File: config.mk
export PLATFORM = sky130hd
export DESIGN_NAME = key_lock_tag_extractor
export DESIGN_NICKNAME = d
export VERILOG_FILES = /design/src/klt_pkg.sv /design/src/klt_front.sv /design/src/klt_queue.sv /design/src/klt_back.sv /design/src/key_lock_tag_extractor.sv
export SDC_FILE = /design/constraint.sdc
export NUM_CORES = 1
export LEC_CHECK = 0
export BUFFER_PORTS_ARGS = -buffer_cell sky130_fd_sc_hd__clkbuf_2
export CAP_MARGIN = 20
export CORE_ASPECT_RATIO = 1.2
export CORE_MARGIN = 1.5
export CORE_UTILIZATION = 60
export DETAILED_ROUTE_END_ITERATION = 16
export PLACE_DENSITY_LB_ADDON = 0.05
export SLEW_MARGIN = 40
export SYNTH_ARGS = -nofsm -noshare
export SYNTH_HDL_FRONTEND = slang
export SYNTH_SLANG_ARGS = --single-unit
File: constraint.sdc
create_clock -name clk -period 9.3 [get_ports clk]
set_input_delay 0 -clock clk [delete_from_list [all_inputs] [get_ports clk]]
set_output_delay 0 -clock clk [all_outputs]
set_load 0.03 [all_outputs]
File: src/klt_pkg.sv
// klt_pkg: shared types and constants for the key lock tag extractor
// used by klt_front, klt_queue, klt_back and key_lock_tag_extractor
package klt_pkg;

  localparam int MAX_PREFIX_BYTES_DEF = 8;
  localparam int KEY_INDEX_BITS_DEF   = 16;

  localparam int DELIM_W      = 8;
  localparam int SKIP_W       = 8;
  localparam int PREFIX_W     = 64;
  localparam int PREFIX_LEN_W = 4;
  localparam int CFG_ADDR_W   = 3;
  localparam int CFG_DATA_W   = 64;
  localparam int FIELD_W      = 16;
  localparam int CLOSE_CNT_W  = 9;

  localparam logic [DELIM_W-1:0] OPEN_DELIM_RST  = 8'd123;
  localparam logic [DELIM_W-1:0] CLOSE_DELIM_RST = 8'd125;

  localparam int QUEUE_DEPTH = 2;
  localparam int QPTR_W      = (QUEUE_DEPTH > 1) ? $clog2(QUEUE_DEPTH) : 1;
  localparam int QCNT_W      = $clog2(QUEUE_DEPTH + 1);

  typedef enum logic [CFG_ADDR_W-1:0] {
    REG_OPEN_DELIM    = 3'd0,
    REG_CLOSE_DELIM   = 3'd1,
    REG_SKIP_COUNT    = 3'd2,
    REG_PREFIX_BYTES  = 3'd3,
    REG_PREFIX_LENGTH = 3'd4
  } klt_reg_t;

  // one classified key byte
  typedef struct packed {
    logic is_open;
    logic is_close;
    logic pfx_bad;
    logic last;
  } klt_item_t;

  typedef struct packed {
    logic              full;
    logic              empty;
    logic [QCNT_W-1:0] count;
  } klt_qstat_t;

endpackage

File: src/klt_front.sv
// klt_front: takes key bytes, compares them against delimiters and prefix
// depends on klt_pkg
module klt_front #(
  parameter int MAX_PREFIX_BYTES = klt_pkg::MAX_PREFIX_BYTES_DEF
) (
  input  logic                             clk,
  input  logic                             rst_n,
  input  logic [klt_pkg::DELIM_W-1:0]      key_byte,
  input  logic                             last_byte,
  input  logic                             accept,
  input  logic [klt_pkg::DELIM_W-1:0]      open_delim,
  input  logic [klt_pkg::DELIM_W-1:0]      close_delim,
  input  logic [klt_pkg::PREFIX_W-1:0]     prefix_bytes,
  input  logic [klt_pkg::PREFIX_LEN_W-1:0] prefix_length,
  output klt_pkg::klt_item_t               item
);
  import klt_pkg::*;

  localparam int CW = $clog2(MAX_PREFIX_BYTES + 1);

  logic [CW-1:0]           cnt_r, cnt_nxt;
  logic [PREFIX_LEN_W-1:0] plen;
  logic                    mismatch;
  logic [PREFIX_LEN_W:0]   cnt_inc;

  // prefix length above the limit counts as the limit
  assign plen = (prefix_length > PREFIX_LEN_W'(MAX_PREFIX_BYTES)) ?
                PREFIX_LEN_W'(MAX_PREFIX_BYTES) : prefix_length;

  always_comb begin
    mismatch = 1'b0;
    for (int i = 0; i < MAX_PREFIX_BYTES; i++) begin
      if ((int'(cnt_r) == i) && (i < int'(plen)) &&
          (key_byte != prefix_bytes[8*i +: 8])) begin
        mismatch = 1'b1;
      end
    end
  end

  assign cnt_inc = (PREFIX_LEN_W+1)'(cnt_r) + (PREFIX_LEN_W+1)'(1);

  always_comb begin
    item.is_open  = (key_byte == open_delim);
    item.is_close = (key_byte == close_delim);
    // key shorter than the prefix also fails the prefix
    item.pfx_bad  = mismatch || (last_byte && (cnt_inc < {1'b0, plen}));
    item.last     = last_byte;
  end

  always_comb begin
    cnt_nxt = cnt_r;
    if (accept) begin
      if (last_byte) begin
        cnt_nxt = '0;
      end else if (cnt_r != CW'(MAX_PREFIX_BYTES)) begin
        cnt_nxt = cnt_r + CW'(1);
      end
    end
  end

  always_ff @(posedge clk) begin
    if (!rst_n) begin
      cnt_r <= '0;
    end else begin
      cnt_r <= cnt_nxt;
    end
  end

endmodule

File: src/klt_queue.sv
// klt_queue: short queue of classified bytes between front and back
// depends on klt_pkg
module klt_queue (
  input  logic               clk,
  input  logic               rst_n,
  input  logic               push,
  input  klt_pkg::klt_item_t push_item,
  input  logic               pop,
  output klt_pkg::klt_item_t head_item,
  output klt_pkg::klt_qstat_t stat
);
  import klt_pkg::*;

  klt_item_t         mem [QUEUE_DEPTH];
  logic [QPTR_W-1:0] wr_ptr_r, wr_ptr_nxt;
  logic [QPTR_W-1:0] rd_ptr_r, rd_ptr_nxt;
  logic [QCNT_W-1:0] cnt_r, cnt_nxt;

  function automatic logic [QPTR_W-1:0] ptr_inc(input logic [QPTR_W-1:0] p);
    if (p == QPTR_W'(QUEUE_DEPTH - 1)) begin
      return '0;
    end
    return p + QPTR_W'(1);
  endfunction

  always_comb begin
    wr_ptr_nxt = push ? ptr_inc(wr_ptr_r) : wr_ptr_r;
    rd_ptr_nxt = pop ? ptr_inc(rd_ptr_r) : rd_ptr_r;
    cnt_nxt    = cnt_r;
    if (push && !pop) begin
      cnt_nxt = cnt_r + QCNT_W'(1);
    end else if (pop && !push) begin
      cnt_nxt = cnt_r - QCNT_W'(1);
    end
  end

  always_ff @(posedge clk) begin
    if (!rst_n) begin
      wr_ptr_r <= '0;
      rd_ptr_r <= '0;
      cnt_r    <= '0;
    end else begin
      wr_ptr_r <= wr_ptr_nxt;
      rd_ptr_r <= rd_ptr_nxt;
      cnt_r    <= cnt_nxt;
    end
  end

  always_ff @(posedge clk) begin
    if (push) begin
      mem[wr_ptr_r] <= push_item;
    end
  end

  assign head_item  = mem[rd_ptr_r];
  assign stat.full  = (cnt_r == QCNT_W'(QUEUE_DEPTH));
  assign stat.empty = (cnt_r == '0);
  assign stat.count = cnt_r;

endmodule

File: src/klt_back.sv
// klt_back: per-key tag tracking and the result register
// depends on klt_pkg
module klt_back #(
  parameter int KEY_INDEX_BITS = klt_pkg::KEY_INDEX_BITS_DEF
) (
  input  logic                        clk,
  input  logic                        rst_n,
  input  klt_pkg::klt_item_t          head_item,
  input  logic                        head_valid,
  output logic                        pop,
  input  logic [klt_pkg::SKIP_W-1:0]  skip_count,
  output logic                        res_valid,
  input  logic                        res_ready,
  output logic                        res_found,
  output logic [klt_pkg::FIELD_W-1:0] res_offset,
  output logic [klt_pkg::FIELD_W-1:0] res_length,
  output logic                        res_too_long
);
  import klt_pkg::*;

  localparam int KW = KEY_INDEX_BITS;
  localparam logic [KW-1:0] KEY_MAX = '1;

  logic [KW-1:0]          pos_r, pos_nxt;
  logic                   pbad_r, pbad_nxt;
  logic                   open_r, open_nxt;
  logic [KW-1:0]          open_pos_r, open_pos_nxt;
  logic [KW-1:0]          last_pos_r, last_pos_nxt;
  logic [CLOSE_CNT_W-1:0] ccnt_r, ccnt_nxt;
  logic                   failed_r, failed_nxt;
  logic                   done_r, done_nxt;
  logic [KW-1:0]          end_r, end_nxt;
  logic                   ovf_r, ovf_nxt;

  logic                   out_valid_r, out_valid_nxt;
  logic                   found_r, found_nxt;
  logic [FIELD_W-1:0]     off_r, off_nxt;
  logic [FIELD_W-1:0]     len_r, len_nxt;
  logic                   tl_r, tl_nxt;

  logic                   found;
  logic [KW-1:0]          key_len;
  logic [KW-1:0]          tag_off;
  logic [KW-1:0]          tag_len;
  logic [KW+FIELD_W-1:0]  off_ext, len_ext, klen_ext;
  logic [CLOSE_CNT_W-1:0] ccnt_inc;

  // a result waits in the output register; bytes that give none never stall
  assign pop = head_valid && (!head_item.last || !out_valid_r || res_ready);

  assign ccnt_inc = ccnt_r + CLOSE_CNT_W'(1);

  always_comb begin
    pos_nxt      = pos_r;
    pbad_nxt     = pbad_r;
    open_nxt     = open_r;
    open_pos_nxt = open_pos_r;
    last_pos_nxt = last_pos_r;
    ccnt_nxt     = ccnt_r;
    failed_nxt   = failed_r;
    done_nxt     = done_r;
    end_nxt      = end_r;
    ovf_nxt      = ovf_r;
    if (pop) begin
      if (ovf_r || pos_r == KEY_MAX) begin
        ovf_nxt = 1'b1;
      end else begin
        pbad_nxt = pbad_r || head_item.pfx_bad;
        if (!open_r) begin
          if (head_item.is_open) begin
            open_nxt     = 1'b1;
            open_pos_nxt = pos_r;
            last_pos_nxt = pos_r;
          end
        end else if (!failed_r && !done_r && head_item.is_close) begin
          // close directly after the previous delimiter spoils the tag
          if ({1'b0, pos_r} == ({1'b0, last_pos_r} + (KW+1)'(1))) begin
            failed_nxt = 1'b1;
          end else begin
            ccnt_nxt     = ccnt_inc;
            last_pos_nxt = pos_r;
            if (ccnt_inc == ({1'b0, skip_count} + CLOSE_CNT_W'(1))) begin
              done_nxt = 1'b1;
              end_nxt  = pos_r;
            end
          end
        end
        pos_nxt = pos_r + KW'(1);
      end
    end
  end

  assign key_len = ovf_nxt ? KEY_MAX : pos_nxt;
  assign found   = !ovf_nxt && !pbad_nxt && open_nxt && done_nxt && !failed_nxt;
  assign tag_off = open_pos_nxt + KW'(1);
  assign tag_len = end_nxt - open_pos_nxt - KW'(1);

  // widen then keep the low field bits, whatever the index width
  assign off_ext  = {{FIELD_W{1'b0}}, tag_off};
  assign len_ext  = {{FIELD_W{1'b0}}, tag_len};
  assign klen_ext = {{FIELD_W{1'b0}}, key_len};

  always_comb begin
    out_valid_nxt = out_valid_r;
    found_nxt     = found_r;
    off_nxt       = off_r;
    len_nxt       = len_r;
    tl_nxt        = tl_r;
    if (res_ready) begin
      out_valid_nxt = 1'b0;
    end
    if (pop && head_item.last) begin
      out_valid_nxt = 1'b1;
      found_nxt     = found;
      off_nxt       = found ? off_ext[FIELD_W-1:0] : '0;
      len_nxt       = found ? len_ext[FIELD_W-1:0] : klen_ext[FIELD_W-1:0];
      tl_nxt        = ovf_nxt;
    end
  end

  always_ff @(posedge clk) begin
    if (!rst_n || (pop && head_item.last)) begin
      pos_r      <= '0;
      pbad_r     <= 1'b0;
      open_r     <= 1'b0;
      open_pos_r <= '0;
      last_pos_r <= '0;
      ccnt_r     <= '0;
      failed_r   <= 1'b0;
      done_r     <= 1'b0;
      end_r      <= '0;
      ovf_r      <= 1'b0;
    end else begin
      pos_r      <= pos_nxt;
      pbad_r     <= pbad_nxt;
      open_r     <= open_nxt;
      open_pos_r <= open_pos_nxt;
      last_pos_r <= last_pos_nxt;
      ccnt_r     <= ccnt_nxt;
      failed_r   <= failed_nxt;
      done_r     <= done_nxt;
      end_r      <= end_nxt;
      ovf_r      <= ovf_nxt;
    end
  end

  always_ff @(posedge clk) begin
    if (!rst_n) begin
      out_valid_r <= 1'b0;
    end else begin
      out_valid_r <= out_valid_nxt;
    end
  end

  always_ff @(posedge clk) begin
    found_r <= found_nxt;
    off_r   <= off_nxt;
    len_r   <= len_nxt;
    tl_r    <= tl_nxt;
  end

  assign res_valid    = out_valid_r;
  assign res_found    = found_r;
  assign res_offset   = off_r;
  assign res_length   = len_r;
  assign res_too_long = tl_r;

endmodule

File: src/key_lock_tag_extractor.sv
// key_lock_tag_extractor: one key byte per cycle in unless stalled, one result per key out
// a last byte passes a queue entry, then the result register; it stalls while a result waits
// throughput: 1 byte per cycle unless the queue is full; the back stage updates per-key state
// once a cycle when it pops; the two-entry queue lets input keep moving while a result waits
// reset (rst_n low, synchronous): control registers return to defaults, key state clears
// depends on klt_pkg, klt_front, klt_queue, klt_back
module key_lock_tag_extractor #(
  parameter int MAX_PREFIX_BYTES = klt_pkg::MAX_PREFIX_BYTES_DEF,
  parameter int KEY_INDEX_BITS   = klt_pkg::KEY_INDEX_BITS_DEF
) (
  input  logic                           clk,
  input  logic                           rst_n,
  input  logic                           in_tvalid,
  output logic                           in_tready,
  input  logic [7:0]                     in_tdata,   // key_byte[7:0]
  input  logic                           in_tlast,   // last_byte
  output logic                           out_tvalid,
  input  logic                           out_tready,
  output logic [31:0]                    out_tdata,  // tag_offset[15:0], tag_length[31:16]
  output logic [1:0]                     out_tuser,  // tag_found[0], too_long[1]
  input  logic                           cfg_we,
  input  logic [klt_pkg::CFG_ADDR_W-1:0] cfg_addr,
  input  logic [klt_pkg::CFG_DATA_W-1:0] cfg_wdata
);
  import klt_pkg::*;

  logic [DELIM_W-1:0]      open_delim_r;
  logic [DELIM_W-1:0]      close_delim_r;
  logic [SKIP_W-1:0]       skip_count_r;
  logic [PREFIX_W-1:0]     prefix_bytes_r;
  logic [PREFIX_LEN_W-1:0] prefix_length_r;

  klt_item_t          front_item;
  klt_item_t          head_item;
  klt_qstat_t         qstat;
  logic               in_accept;
  logic               pop;
  logic               res_found;
  logic               res_too_long;
  logic [FIELD_W-1:0] res_offset;
  logic [FIELD_W-1:0] res_length;

  always_ff @(posedge clk) begin
    if (!rst_n) begin
      open_delim_r    <= OPEN_DELIM_RST;
      close_delim_r   <= CLOSE_DELIM_RST;
      skip_count_r    <= '0;
      prefix_bytes_r  <= '0;
      prefix_length_r <= '0;
    end else if (cfg_we) begin
      case (klt_reg_t'(cfg_addr))
        REG_OPEN_DELIM:    open_delim_r    <= cfg_wdata[DELIM_W-1:0];
        REG_CLOSE_DELIM:   close_delim_r   <= cfg_wdata[DELIM_W-1:0];
        REG_SKIP_COUNT:    skip_count_r    <= cfg_wdata[SKIP_W-1:0];
        REG_PREFIX_BYTES:  prefix_bytes_r  <= cfg_wdata[PREFIX_W-1:0];
        REG_PREFIX_LENGTH: prefix_length_r <= cfg_wdata[PREFIX_LEN_W-1:0];
        default: ;
      endcase
    end
  end

  assign in_tready = !qstat.full;
  assign in_accept = in_tvalid && in_tready;

  klt_front #(
    .MAX_PREFIX_BYTES(MAX_PREFIX_BYTES)
  ) u_front (
    .clk          (clk),
    .rst_n        (rst_n),
    .key_byte     (in_tdata),
    .last_byte    (in_tlast),
    .accept       (in_accept),
    .open_delim   (open_delim_r),
    .close_delim  (close_delim_r),
    .prefix_bytes (prefix_bytes_r),
    .prefix_length(prefix_length_r),
    .item         (front_item)
  );

  klt_queue u_queue (
    .clk      (clk),
    .rst_n    (rst_n),
    .push     (in_accept),
    .push_item(front_item),
    .pop      (pop),
    .head_item(head_item),
    .stat     (qstat)
  );

  klt_back #(
    .KEY_INDEX_BITS(KEY_INDEX_BITS)
  ) u_back (
    .clk         (clk),
    .rst_n       (rst_n),
    .head_item   (head_item),
    .head_valid  (!qstat.empty),
    .pop         (pop),
    .skip_count  (skip_count_r),
    .res_valid   (out_tvalid),
    .res_ready   (out_tready),
    .res_found   (res_found),
    .res_offset  (res_offset),
    .res_length  (res_length),
    .res_too_long(res_too_long)
  );

  assign out_tdata = {res_length, res_offset};
  assign out_tuser = {res_too_long, res_found};

  // queue never holds more than its depth
  a_queue_bound: assert property (@(posedge clk) disable iff (!rst_n)
    qstat.count <= QCNT_W'(QUEUE_DEPTH))
    else $error("queue count beyond depth");

  // back stage only consumes from a non-empty queue
  a_pop_nonempty: assert property (@(posedge clk) disable iff (!rst_n)
    pop |-> qstat.count != '0)
    else $error("pop from empty queue");

  // an overlong key is always reported whole, at offset zero
  a_too_long_whole: assert property (@(posedge clk) disable iff (!rst_n)
    (out_tvalid && out_tuser[1]) |-> (!out_tuser[0] && out_tdata[15:0] == '0))
    else $error("overlong key reported with a tag");

  // a completed result on the last byte shows up on the next cycle
  a_result_follows: assert property (@(posedge clk) disable iff (!rst_n)
    (pop && head_item.last) |=> out_tvalid)
    else $error("result lost after last byte");

endmodule

==> reports/results.ini, run 1 <==
[synth]
yosys.area_share.simple_pct=21.5
synth_top_cell_by_area=dfxtp_1
yosysSeqAreaShare_pct=41.9
syn_nets=1416
synthFlopType=dfxtp_1
synthAdderAreaFrac_pct=3.29
muxShareOfSynthArea_pct=5.68
netlist_area_sq_mm=0.0116
synth_cells=1305
synth_top_family_by_area=simple AND/OR/NAND/NOR gates
synth_xor_area_share_pct=13.0
synth.avg_cell_area_sq_um=8.91
post_synth_num_cell_types=70
synth_compound_area_share_pct=11.2
yosys-top-cells-area=dfxtp_1 31%, edfxtp_1 11%, xnor2_1 8.2%
async_reset_ff_share_pct=0
synth_edf_count=42
synth_seq_cells=222
yosys_warnings=0
synth_top_area_share_pct=31.0

[critical_path]
path_class=reg2reg
critPathBufInv=2
cp-end-kind=register
cp_slowest_stage_delay_ns=0.51
worstPathArrival_ns=5.57
r2r_start=u_back.last_pos_r[0]
startpoint_type=register
path_cells=ha_1, nand2_1, or4_4, or4_4, a2111oi_4, nor4_4, buf_4, mux2_4, ha_1, inv_1, fa_1, nor2b_1, o21a_1, o21ai_0, a21oi_1, o2111ai_1, a31oi_1, mux2i_1, nor3_1, a31oi_1
crit_required_ns=9.54
r2r_slack_ns=3.97
crit_slowest_cell=or4_4
crit_family=compound AO/OA/AOI/OAI gates
cp_max_fo=20
reg2reg_depth=20
r2r_end=u_back.res_length[14]

[drt]
totalWireLength_microns=27900
routed-via-count=9482
drt_pass1_iterations=4
vias_per_cell=5.51
drt_iter0_drc=474
drc_errors=0
wl_per_cell_microns=16.2
final_antenna_net_count=0

[timing]
period_needed_ns=5.33
finalSetupTns_ns=0
fin_skew_ns=0.0196
rsz0062_at_grt=false
fin_crit_sh_pct=57.3
drv_slew=0
fmax_mhz=188
hold_viol_final=0
slew_headroom_pct=47.3
setup_viol=0
tightest_slew_ns=0.785

[final_layout]
nets=1560
area_growth_syn_to_layout_pct=19.0
num_antenna_cells=0
fin_util_pct=73.1
drive_gt1_share_pct=13.3

[clock_network]
cts_buffers=24
post_cts_resized=0
cts.path.max_buffers=3
cts_tree=yes
h-tree-depth=1
clk_latency_ns=0.51
clockRootBuffer=clkbuf_16
cts.sinks=222
clkTransAtPathRegs_ns=0.06

[pwr]
ir_worst_vdd_mv=0.146
leakagePower_nw=5.34
p_per_area_mw_per_mm2=189

[floorplan]
die_y_microns=155
die_w_microns=130
die_area_sq_mm=0.0202
ioPinCount=117
initial_core_util_pct=61.4
rows=55
core-area_sq_mm=0.0189

[placement]
dp_hpwl_microns=18700
port_buffers=116
gp_congestion=0.892

[grt]
grt_pass1_vias=9272
grt_max_degree=104
grt_use_total_pct=27.6
gr-total-overflow=0
grt_pass1_wl_microns=44900
antenna_found_initial=0

[hold_path]
hold_end=close_delim_r[1]
worstHoldStart=cfg_addr[0]
worstHoldPathCells=5
min_path_type=in2reg

[status]
status=finished clean

[run]
drv_cap=0

worst register-to-register path, stage by stage (launching register included):
cell       delay [ns]
dfxtp_1          0.43
ha_1             0.31
nand2_1          0.14
or4_4            0.46
or4_4            0.51
a2111oi_4        0.48
nor4_4           0.09
buf_4            0.26
mux2_4           0.25
ha_1             0.16
inv_1            0.06
fa_1             0.40
nor2b_1          0.14
o21a_1           0.13
o21ai_0          0.12
a21oi_1          0.29
o2111ai_1        0.20
a31oi_1          0.28
mux2i_1          0.12
nor3_1           0.18
a31oi_1          0.06
metal layers:
layer / wire (microns) / GRT usage, % / vias up
li1: - / - / 4731
met1: 11100 / 31.9 / 4413
met2: 14400 / 50.1 / 255
met3: 1110 / 3.44 / 83
met4: 1200 / 12.6 / 0
met5: 0 / 0 / -
how the worst max path moves through the flow:
stage                               from                    end  slack, ns  depth (start not counted)
finish              u_back.last_pos_r[0]  u_back.res_length[14]       3.97                         20
global route        u_back.last_pos_r[0]  u_back.res_length[14]       3.64                         20
CTS                 u_back.last_pos_r[0]  u_back.res_length[14]       3.99                         20
detailed placement  u_back.last_pos_r[0]  u_back.res_length[14]       4.02                         20
global placement    u_back.last_pos_r[0]  u_back.res_length[14]       4.14                         20
floorplan           u_back.last_pos_r[0]  u_back.res_length[14]       4.49                         21
flip-flops by register name, summed over array words and instances, names as in the netlist, 2 cells and up, named ones only:
signal,flops
u_front.cnt_r,4
u_queue.mem,8
skip_count_r,8
open_delim_r,8
u_queue.cnt_r,2
close_delim_r,8
prefix_length_r,4
u_back.ccnt_r,9
u_back.open_pos_r,16
u_back.pos_r,16
u_back.end_r,16
u_back.res_length,16
prefix_bytes_r,64
u_back.res_offset,16
u_back.last_pos_r,16
cell type report:
cell class | count | area, sq um
multi-input combinational | 985 | 6400
clock buffer | 34 | 731
timing repair buffer | 193 | 1350
sequential | 222 | 4860
fill | 1458 | 5090
inverter | 23 | 86.3
clock inverter | 9 | 75.1
tap | 256 | 320
per-stage QoR:
stage	hold WS, ns	area (sq um)	std cells	setup WS [ns]	total power, mW
after floorplan	0.0989	11600	1305	4.49	1.51
after global placement	0.233	12300	1609	4.14	1.63
after detailed placement	0.242	12300	1610	4.02	1.64
after CTS	0.0150	13800	1721	3.99	2.62
after global routing	0.0753	13800	1722	3.64	2.72
final	0.0214	13800	1722	3.97	2.61
cell usage in the layout, fill, tap and decap left out, drive strengths merged, types with 16 or more instances in the layout:
master,n
a21boi,77
a21oi,28
and2,16
clkbuf,150
dfxtp,180
dlygate4sd3,68
edfxtp,42
ha,29
inv,24
mux2,19
mux2i,42
nand2,216
nand3,42
nand4,28
nor2,129
nor2b,29
nor3,20
nor4,16
o21ai,20
xnor2,109
xor2,63
cells in the mapped netlist (all sizes together), types with 6 or more instances:
master    n
a21boi   77
a21oi    28
a31oi    15
and2     16
and3     12
buf      21
clkbuf   54
dfxtp   180
edfxtp   42
ha       29
inv      22
mux2     19
mux2i    42
nand2   216
nand2b    6
nand3    42
nand4    28
nor2    129
nor2b    29
nor3     20
nor4     16
o211ai    7
o21ai    20
or3       7
xnor2   109
xor2     63
power breakdown:
group	internal (mW)	total (mW)	switching, mW	leakage [nW]
Combinational	0.202	0.545	0.343	3.08
Sequential	1.07	1.11	0.0428	1.86
Clock	0.575	0.957	0.382	0.406
Total	1.84	2.61	0.768	5.34
kinds of logic after synthesis:
group | count (synthesis)
adder cells (fa/ha/maj) | 30
XOR/XNOR | 172
buffers and inverters | 98
AO/OA/AOI/OAI | 182
flip-flops | 222
AND/OR/NAND/NOR | 540
multiplexers | 61
what timing repair did:
action                                  in CTS  in global routing
endpoints found under the setup margin       0                  0
setup buffers                                0                  0
hold endpoints to repair                   110                  0
hold buffers                                68                  0
No activity file was read; power rests on OpenSTA's default activity.
==> run 2, diff against run 1 <==
Settings changed: ABC_AREA from default to 1, CORE_UTILIZATION 60 to 54.
Clock period 9.3 ns to 4.8 ns, I/O delays scaled along.
==> reports/results.ini, run 2 <==
[placement]
port_buffers=116  ; unchanged
dp_hpwl_microns=22400  ; +20%
post-place-cells=1965  ; +22%
gp_congestion=0.927  ; +4.0%

[clock_network]
cts_tree=yes
cts_setup_buffers=0  ; unchanged
h-tree-depth=1  ; unchanged
cts.sinks=222  ; unchanged
clockRootBuffer=clkbuf_16
cts_buffers=24  ; unchanged
clk_latency_ns=0.52  ; about the same
cts.path.max_buffers=3  ; unchanged
clkTransAtPathRegs_ns=0.07  ; about the same

[critical_path]
cp_max_fo=16  ; -20%
path_class=reg2reg
crit_slowest_cell=dfxtp_1
crit_required_ns=5.06  ; -4.48 ns
crit_start=skip_count_r[0]
cp_slowest_stage_delay_ns=0.40  ; -0.11 ns
reg2reg_depth=25  ; +25%
r2r_start=skip_count_r[0]
cpMostUsedCell=nand2_1
cp-end-kind=register
worstPathArrival_ns=4.61  ; -0.96 ns
crit_path_end=u_back.res_length[12]
r2r_end=u_back.res_length[12]
startpoint_type=register
r2r_slack_ns=0.46  ; -3.51 ns

[timing]
rsz0062_at_grt=false
slew_headroom_pct=44.9  ; -2.4 points
fmax_mhz=230  ; +23%
hold_ws_ns=0.159  ; +0.138 ns
finalSetupTns_ns=0  ; unchanged
setup_viol=0  ; unchanged
drv_slew=0  ; unchanged
fin_crit_sh_pct=90.5  ; +33 points
hold_viol_final=0  ; unchanged
fin_skew_ns=0.0110  ; -0.00852 ns
tightest_slew_ns=0.827  ; +0.0417 ns
period_needed_ns=4.34  ; -0.987 ns

[final_layout]
final_cell_mix=320 x nand2_1, 211 x inv_1, 180 x dfxtp_1
drive_gt1_share_pct=12.5  ; -0.79 points
ff_latch_area_sq_mm=0.00486  ; unchanged
n_fill_cell=1927  ; +32%
area_growth_syn_to_layout_pct=19.5
nets=1899  ; +22%
largest_register=prefix_bytes_r
largest_reg_flops=64  ; unchanged
num_antenna_cells=0  ; unchanged
multi_input_area_sq_mm=0.00592  ; -7.5%
final_common_cell=nand2_1
stdcell_count=2080  ; +21%

[grt]
grtUsageMet3_pct=3.17  ; -0.27 points
grt_use_total_pct=27.5  ; -0.072 points
gr-total-overflow=0  ; unchanged
grt_busiest_layer=met2
grt_max_degree=99  ; -4.8%
gr-usage-met2_pct=51.1  ; +1.0 points
grt_pass1_vias=10400  ; +12%
grt_pass1_wl_microns=51200  ; +14%
grtUsageMet1_pct=31.5  ; -0.47 points
antenna_found_initial=0  ; unchanged

[pwr]
ir_worst_vdd_mv=0.327  ; +120%
p_per_area_mw_per_mm2=427  ; +130%
finalPower_mw=6.06  ; +130%
leakagePower_nw=6.05  ; +13%

[drt]
vias_per_cell=5.23  ; -5.1%
drc_errors=0  ; unchanged
totalWireLength_microns=31800  ; +14%
drt_iter0_drc=583  ; +23%
routed-via-count=10900  ; +15%
wl_per_cell_microns=15.3  ; -5.6%
final_antenna_net_count=0  ; unchanged
drt_pass1_iterations=5  ; +1

[synth]
post_synth_num_cell_types=54  ; -23%
synth_commonest_cells=322 x nand2_1, 211 x inv_1, 180 x dfxtp_1
synth.avg_cell_area_sq_um=7.32  ; -18%
synth_cells=1622  ; +24%
netlist_area_sq_mm=0.0119  ; +2.2%
yosysSeqAreaShare_pct=41.0  ; -0.90 points
synth_seq_cells=222  ; unchanged
yosys-top-cells-area=dfxtp_1 30%, edfxtp_1 11%, nand2_1 10%
yosysMostFrequentCell=nand2_1
synth_top_area_share_pct=30.3  ; -0.67 points
yosys_warnings=0  ; unchanged
synthFlopType=dfxtp_1
synth_top_cell_by_area=dfxtp_1
synth_edf_count=42  ; unchanged
syn_nets=1733  ; +22%
async_reset_ff_share_pct=0  ; unchanged

[floorplan]
initial_core_util_pct=54.9  ; -6.5 points
rows=59  ; +7.3%
ioPinCount=117  ; unchanged
core-area_sq_mm=0.0216  ; +14%
die_area_sq_mm=0.0229  ; +13%
die_y_microns=165  ; +6.4%
die_w_microns=138  ; +6.4%

[status]
status=finished clean

[run]
drv_cap=0  ; unchanged

[hold_path]
min_path_type=in2reg

run 2: cell count changes after synthesis, sizes merged, moves of 51 or more:
| cell | delta |
|---|---|
| a21oi | +102 |
| xnor2 | -74 |
| nor2 | +51 |
| o21ai | +142 |
| nand2 | +113 |
| a21boi | -77 |
| inv | +195 |
run 2: per-layer routing:
layer	vias to the layer above	share of wire [%]
met5	-	0
met4	0	4.9
met3	102	4.1
met2	274	50
met1	4892	41
li1	5604	-
run 2: what timing repair did:
item,in CTS,in global routing
hold buffers,71,0
hold endpoints to repair,98,0
setup endpoints to repair,0,2
gates resized for setup,0,2
run 2: worst min path at each step:
stage / startpoint / to / cells after the start
after floorplan: in_tlast / u_queue.mem[0][0] / 0
after global placement: in_tlast / u_queue.mem[0][0] / 1
after detailed placement: in_tlast / u_queue.mem[1][0] / 1
after CTS: rst_n / close_delim_r[5] / 3
after global routing: in_tdata[3] / u_queue.mem[1][2] / 3
final: rst_n / prefix_bytes_r[46] / 4
run 2: power by group:
part / switching [mW] / internal (mW) / total, mW / leakage [nW]
clock network: 0.769 / 1.17 / 1.94 / 0.416
registers: 0.152 / 2.18 / 2.33 / 1.86
logic: 1.23 / 0.560 / 1.79 / 3.77
run 2: worst max-delay path, delay by kind of cell, from the launching register on:
family | cells | cell delay, ns
AND/OR/NAND/NOR | 15 | 1.72
XOR/XNOR | 1 | 0.13
adder cells (fa/ha/maj) | 3 | 0.84
AO/OA/AOI/OAI | 5 | 0.95
flip-flops | 1 | 0.40
buffers and inverters | 1 | 0.06
run 2: stage by stage:
| stage | area [sq um] | util (%) | setup slack (ns) |
|---|---|---|---|
| floorplan | 11900 | - | 0.837 |
| global placement | 12600 | 58.3 | 0.456 |
| detailed placement | 12600 | 58.4 | 0.299 |
| CTS | 14200 | 65.6 | 0.281 |
| global route | 14200 | 65.6 | 0.0279 |
| finish | 14200 | 65.6 | 0.458 |
run 2: area by class of cell:
| class | count | area share (%) |
|---|---|---|
| Clock buffer | 33 | 5.12 |
| Clock inverter | 11 | 0.811 |
| Inverter | 218 | 5.76 |
| Multi-Input combinational cell | 1121 | 41.7 |
| Sequential cell | 222 | 34.3 |
| Tap cell | 274 | 2.41 |
| Timing Repair Buffer | 201 | 9.92 |
run 2: logic make-up after synthesis:
family / count (synthesis) / synth area share, %
AOI/OAI and AO/OA: 332 / 15.3
xor gates and xnor gates: 85 / 6.27
adders and majority gates: 30 / 3.22
buffers and inverters: 279 / 9.41
DFF: 222 / 41.0
muxes: 1 / 0.0843
and+or+nand+nor: 673 / 24.7
==> run 3, diff against run 2 <==
Settings changed: ABC_AREA 1 to 0.
==> reports/results.ini, run 3 (synthesis gave the netlist of run 1 again) <==
[grt]
grt_pass1_vias=9695  ; -6.8%
gr-total-overflow=0  ; unchanged
grt_pass1_wl_microns=47900  ; -6.3%
antenna_found_initial=0  ; unchanged
grt_use_total_pct=26.9  ; -0.65 points
grt_max_degree=65  ; -34%

[pwr]
clock_power_share_pct=36.3  ; +4.3 points
leakagePower_nw=5.68  ; -6.0%
ir_worst_vdd_mv=0.351  ; +7.4%
power_frac_comb_pct=22.4  ; -7.2 points
switching_power_mw=1.52  ; -29%
p_sw_share_pct=29.5  ; -6.0 points
intPower_mw=3.63  ; -7.1%
p_per_area_mw_per_mm2=356  ; -17%
p_seq_share_pct=41.3  ; +2.8 points

[floorplan]
die_area_sq_mm=0.0224  ; -2.1%
initial_core_util_pct=55.2  ; +0.31 points
die_w_microns=137  ; -1.1%
rows=58  ; -1.7%
die_y_microns=164  ; -1.1%
core-area_sq_mm=0.0210  ; -2.7%
ioPinCount=117  ; unchanged

[final_layout]
fin_area_sq_mm=0.0145  ; +2.1%
num_antenna_cells=0  ; unchanged
area_growth_syn_to_layout_pct=24.7
nets=1623  ; -15%
largest_register=prefix_bytes_r
final_common_cell=nand2_1
drive_gt1_share_pct=18.1  ; +5.6 points
largest_reg_flops=64  ; unchanged
fin_util_pct=68.9  ; +3.2 points
final_cell_mix=213 x nand2_1, 170 x dfxtp_1, 128 x nor2_1

[clock_network]
cts.sinks=222  ; unchanged
cts_tree=yes
clkTransAtPathRegs_ns=0.06  ; about the same
clk_latency_ns=0.52  ; about the same
clockRootBuffer=clkbuf_16
cts_buffers=24  ; unchanged
cts.path.max_buffers=3  ; unchanged
h-tree-depth=1  ; unchanged

[critical_path]
crit_required_ns=5.07  ; about the same
path_class=reg2reg
crit_family=simple AND/OR/NAND/NOR gates
cp-end-kind=register
r2r_slack_ns=0.23  ; -0.22 ns
worstPathArrival_ns=4.84  ; +0.23 ns
critPathBufInv=1  ; unchanged
startpoint_type=register
cp_slowest_stage_delay_ns=0.57  ; +0.17 ns
path_cells=nand4_4, or4_4, xnor2_2, o211ai_1, a2111oi_4, nor4_4, buf_6, mux2_1, ha_1, nand2_1, o211ai_1, nand3_1, a31oi_2, nand4_1, nand2_1, a21oi_1, o31a_1
crit_slowest_cell=nor4_4
cp_max_fo=7  ; -9

[timing]
fin_crit_sh_pct=95.1  ; +4.7 points
hold_viol_final=0  ; unchanged
hold_ws_ns=0.0895  ; -0.0696 ns
fmax_mhz=219  ; -4.9%
rsz0062_at_grt=true
fin_skew_ns=0.0156  ; +0.00455 ns
period_needed_ns=4.57  ; +0.224 ns
slew_headroom_pct=51.1  ; +6.2 points
setup_viol=0  ; unchanged
drv_slew=0  ; unchanged
tightest_slew_ns=0.733  ; -0.0940 ns

[drt]
drt_pass1_iterations=5  ; unchanged
vias_per_cell=5.40  ; +3.3%
wl_per_cell_microns=16.6  ; +8.6%
routed-via-count=9708  ; -11%
final_antenna_net_count=0  ; unchanged
drc_errors=0  ; unchanged
totalWireLength_microns=29800  ; -6.1%
drt_iter0_drc=464  ; -20%

[run]
drv_cap=0  ; unchanged

[placement]
dp_hpwl_microns=20800  ; -7.4%
gp_congestion=0.867  ; -6.5%
port_buffers=116  ; unchanged
place_area_sq_mm=0.0128  ; +1.2%

[hold_path]
min_path_type=in2reg

[status]
status=finished clean

[run 3: power by group through the flow]
| stage | Clock [mW] | Combinational (mW) | Sequential (mW) |
|---|---|---|---|
| after CTS | 1.90 | 1.15 | 2.13 |
| after global placement | 0 | 1.06 | 2.17 |
| after detailed placement | 0 | 1.09 | 2.17 |
| after floorplan | 0 | 0.620 | 2.30 |
| after global routing | 1.98 | 1.24 | 2.15 |
| final | 1.87 | 1.15 | 2.13 |
[run 3: metal layers]
metal | vias up | part of all wire (%) | GRT usage (%)
li1 | 4869 | - | -
met1 | 4526 | 40 | 30.2
met2 | 233 | 52 | 50.1
met3 | 80 | 4.2 | 3.61
met4 | 0 | 4.4 | 11.9
met5 | - | 0 | 0
[run 3: what timing repair did]
item	in CTS	in global routing
resized for setup	0	38
endpoints found under the setup margin	2	8
hold endpoints to repair	120	0
pin swaps	1	20
hold buffers	72	0
buffers inserted	1	5
[run 3: cell type report]
class / instances / area, sq um
clock inverters: 10 / 126
fillers: 1704 / 6550
inverters: 23 / 86.3
repair buffers: 256 / 1860
flip-flops and latches: 222 / 4880
well taps: 270 / 338
multi-input cells: 985 / 6530
clock buffers: 32 / 662
[run 3: path summary, 6_finish.rpt]
check / start / end / cells past startpoint
setup reg to reg: u_back.last_pos_r[3] / u_back.res_length[15] / 17
setup / recovery: u_back.last_pos_r[3] / u_back.res_length[15] / 17
hold reg to reg: u_back.pbad_r / u_back.pbad_r / 2
hold / removal: cfg_addr[2] / close_delim_r[7] / 6
[run 3: tightest hold or removal path, cell delays in order]
cell and delay, ns:
clkbuf_2 0.08, nor2b_1 0.09, nand2_1 0.10, nor2_1 0.12, nand2_1 0.09, a21boi_0 0.06
[run 3: metrics by stage]
step	power (mW)	setup slack (ns)	instances	setup TNS, ns
6_report	5.15	0.234	1798	0
5_1_grt	5.37	-0.0614	1798	-0.118
4_1_cts	5.18	0.0132	1794	0
3_5_place_dp	3.27	-0.0996	1679	-0.119
3_3_place_gp	3.23	-0.0146	1675	-0.0146
2_1_floorplan	2.92	0.0190	1305	0
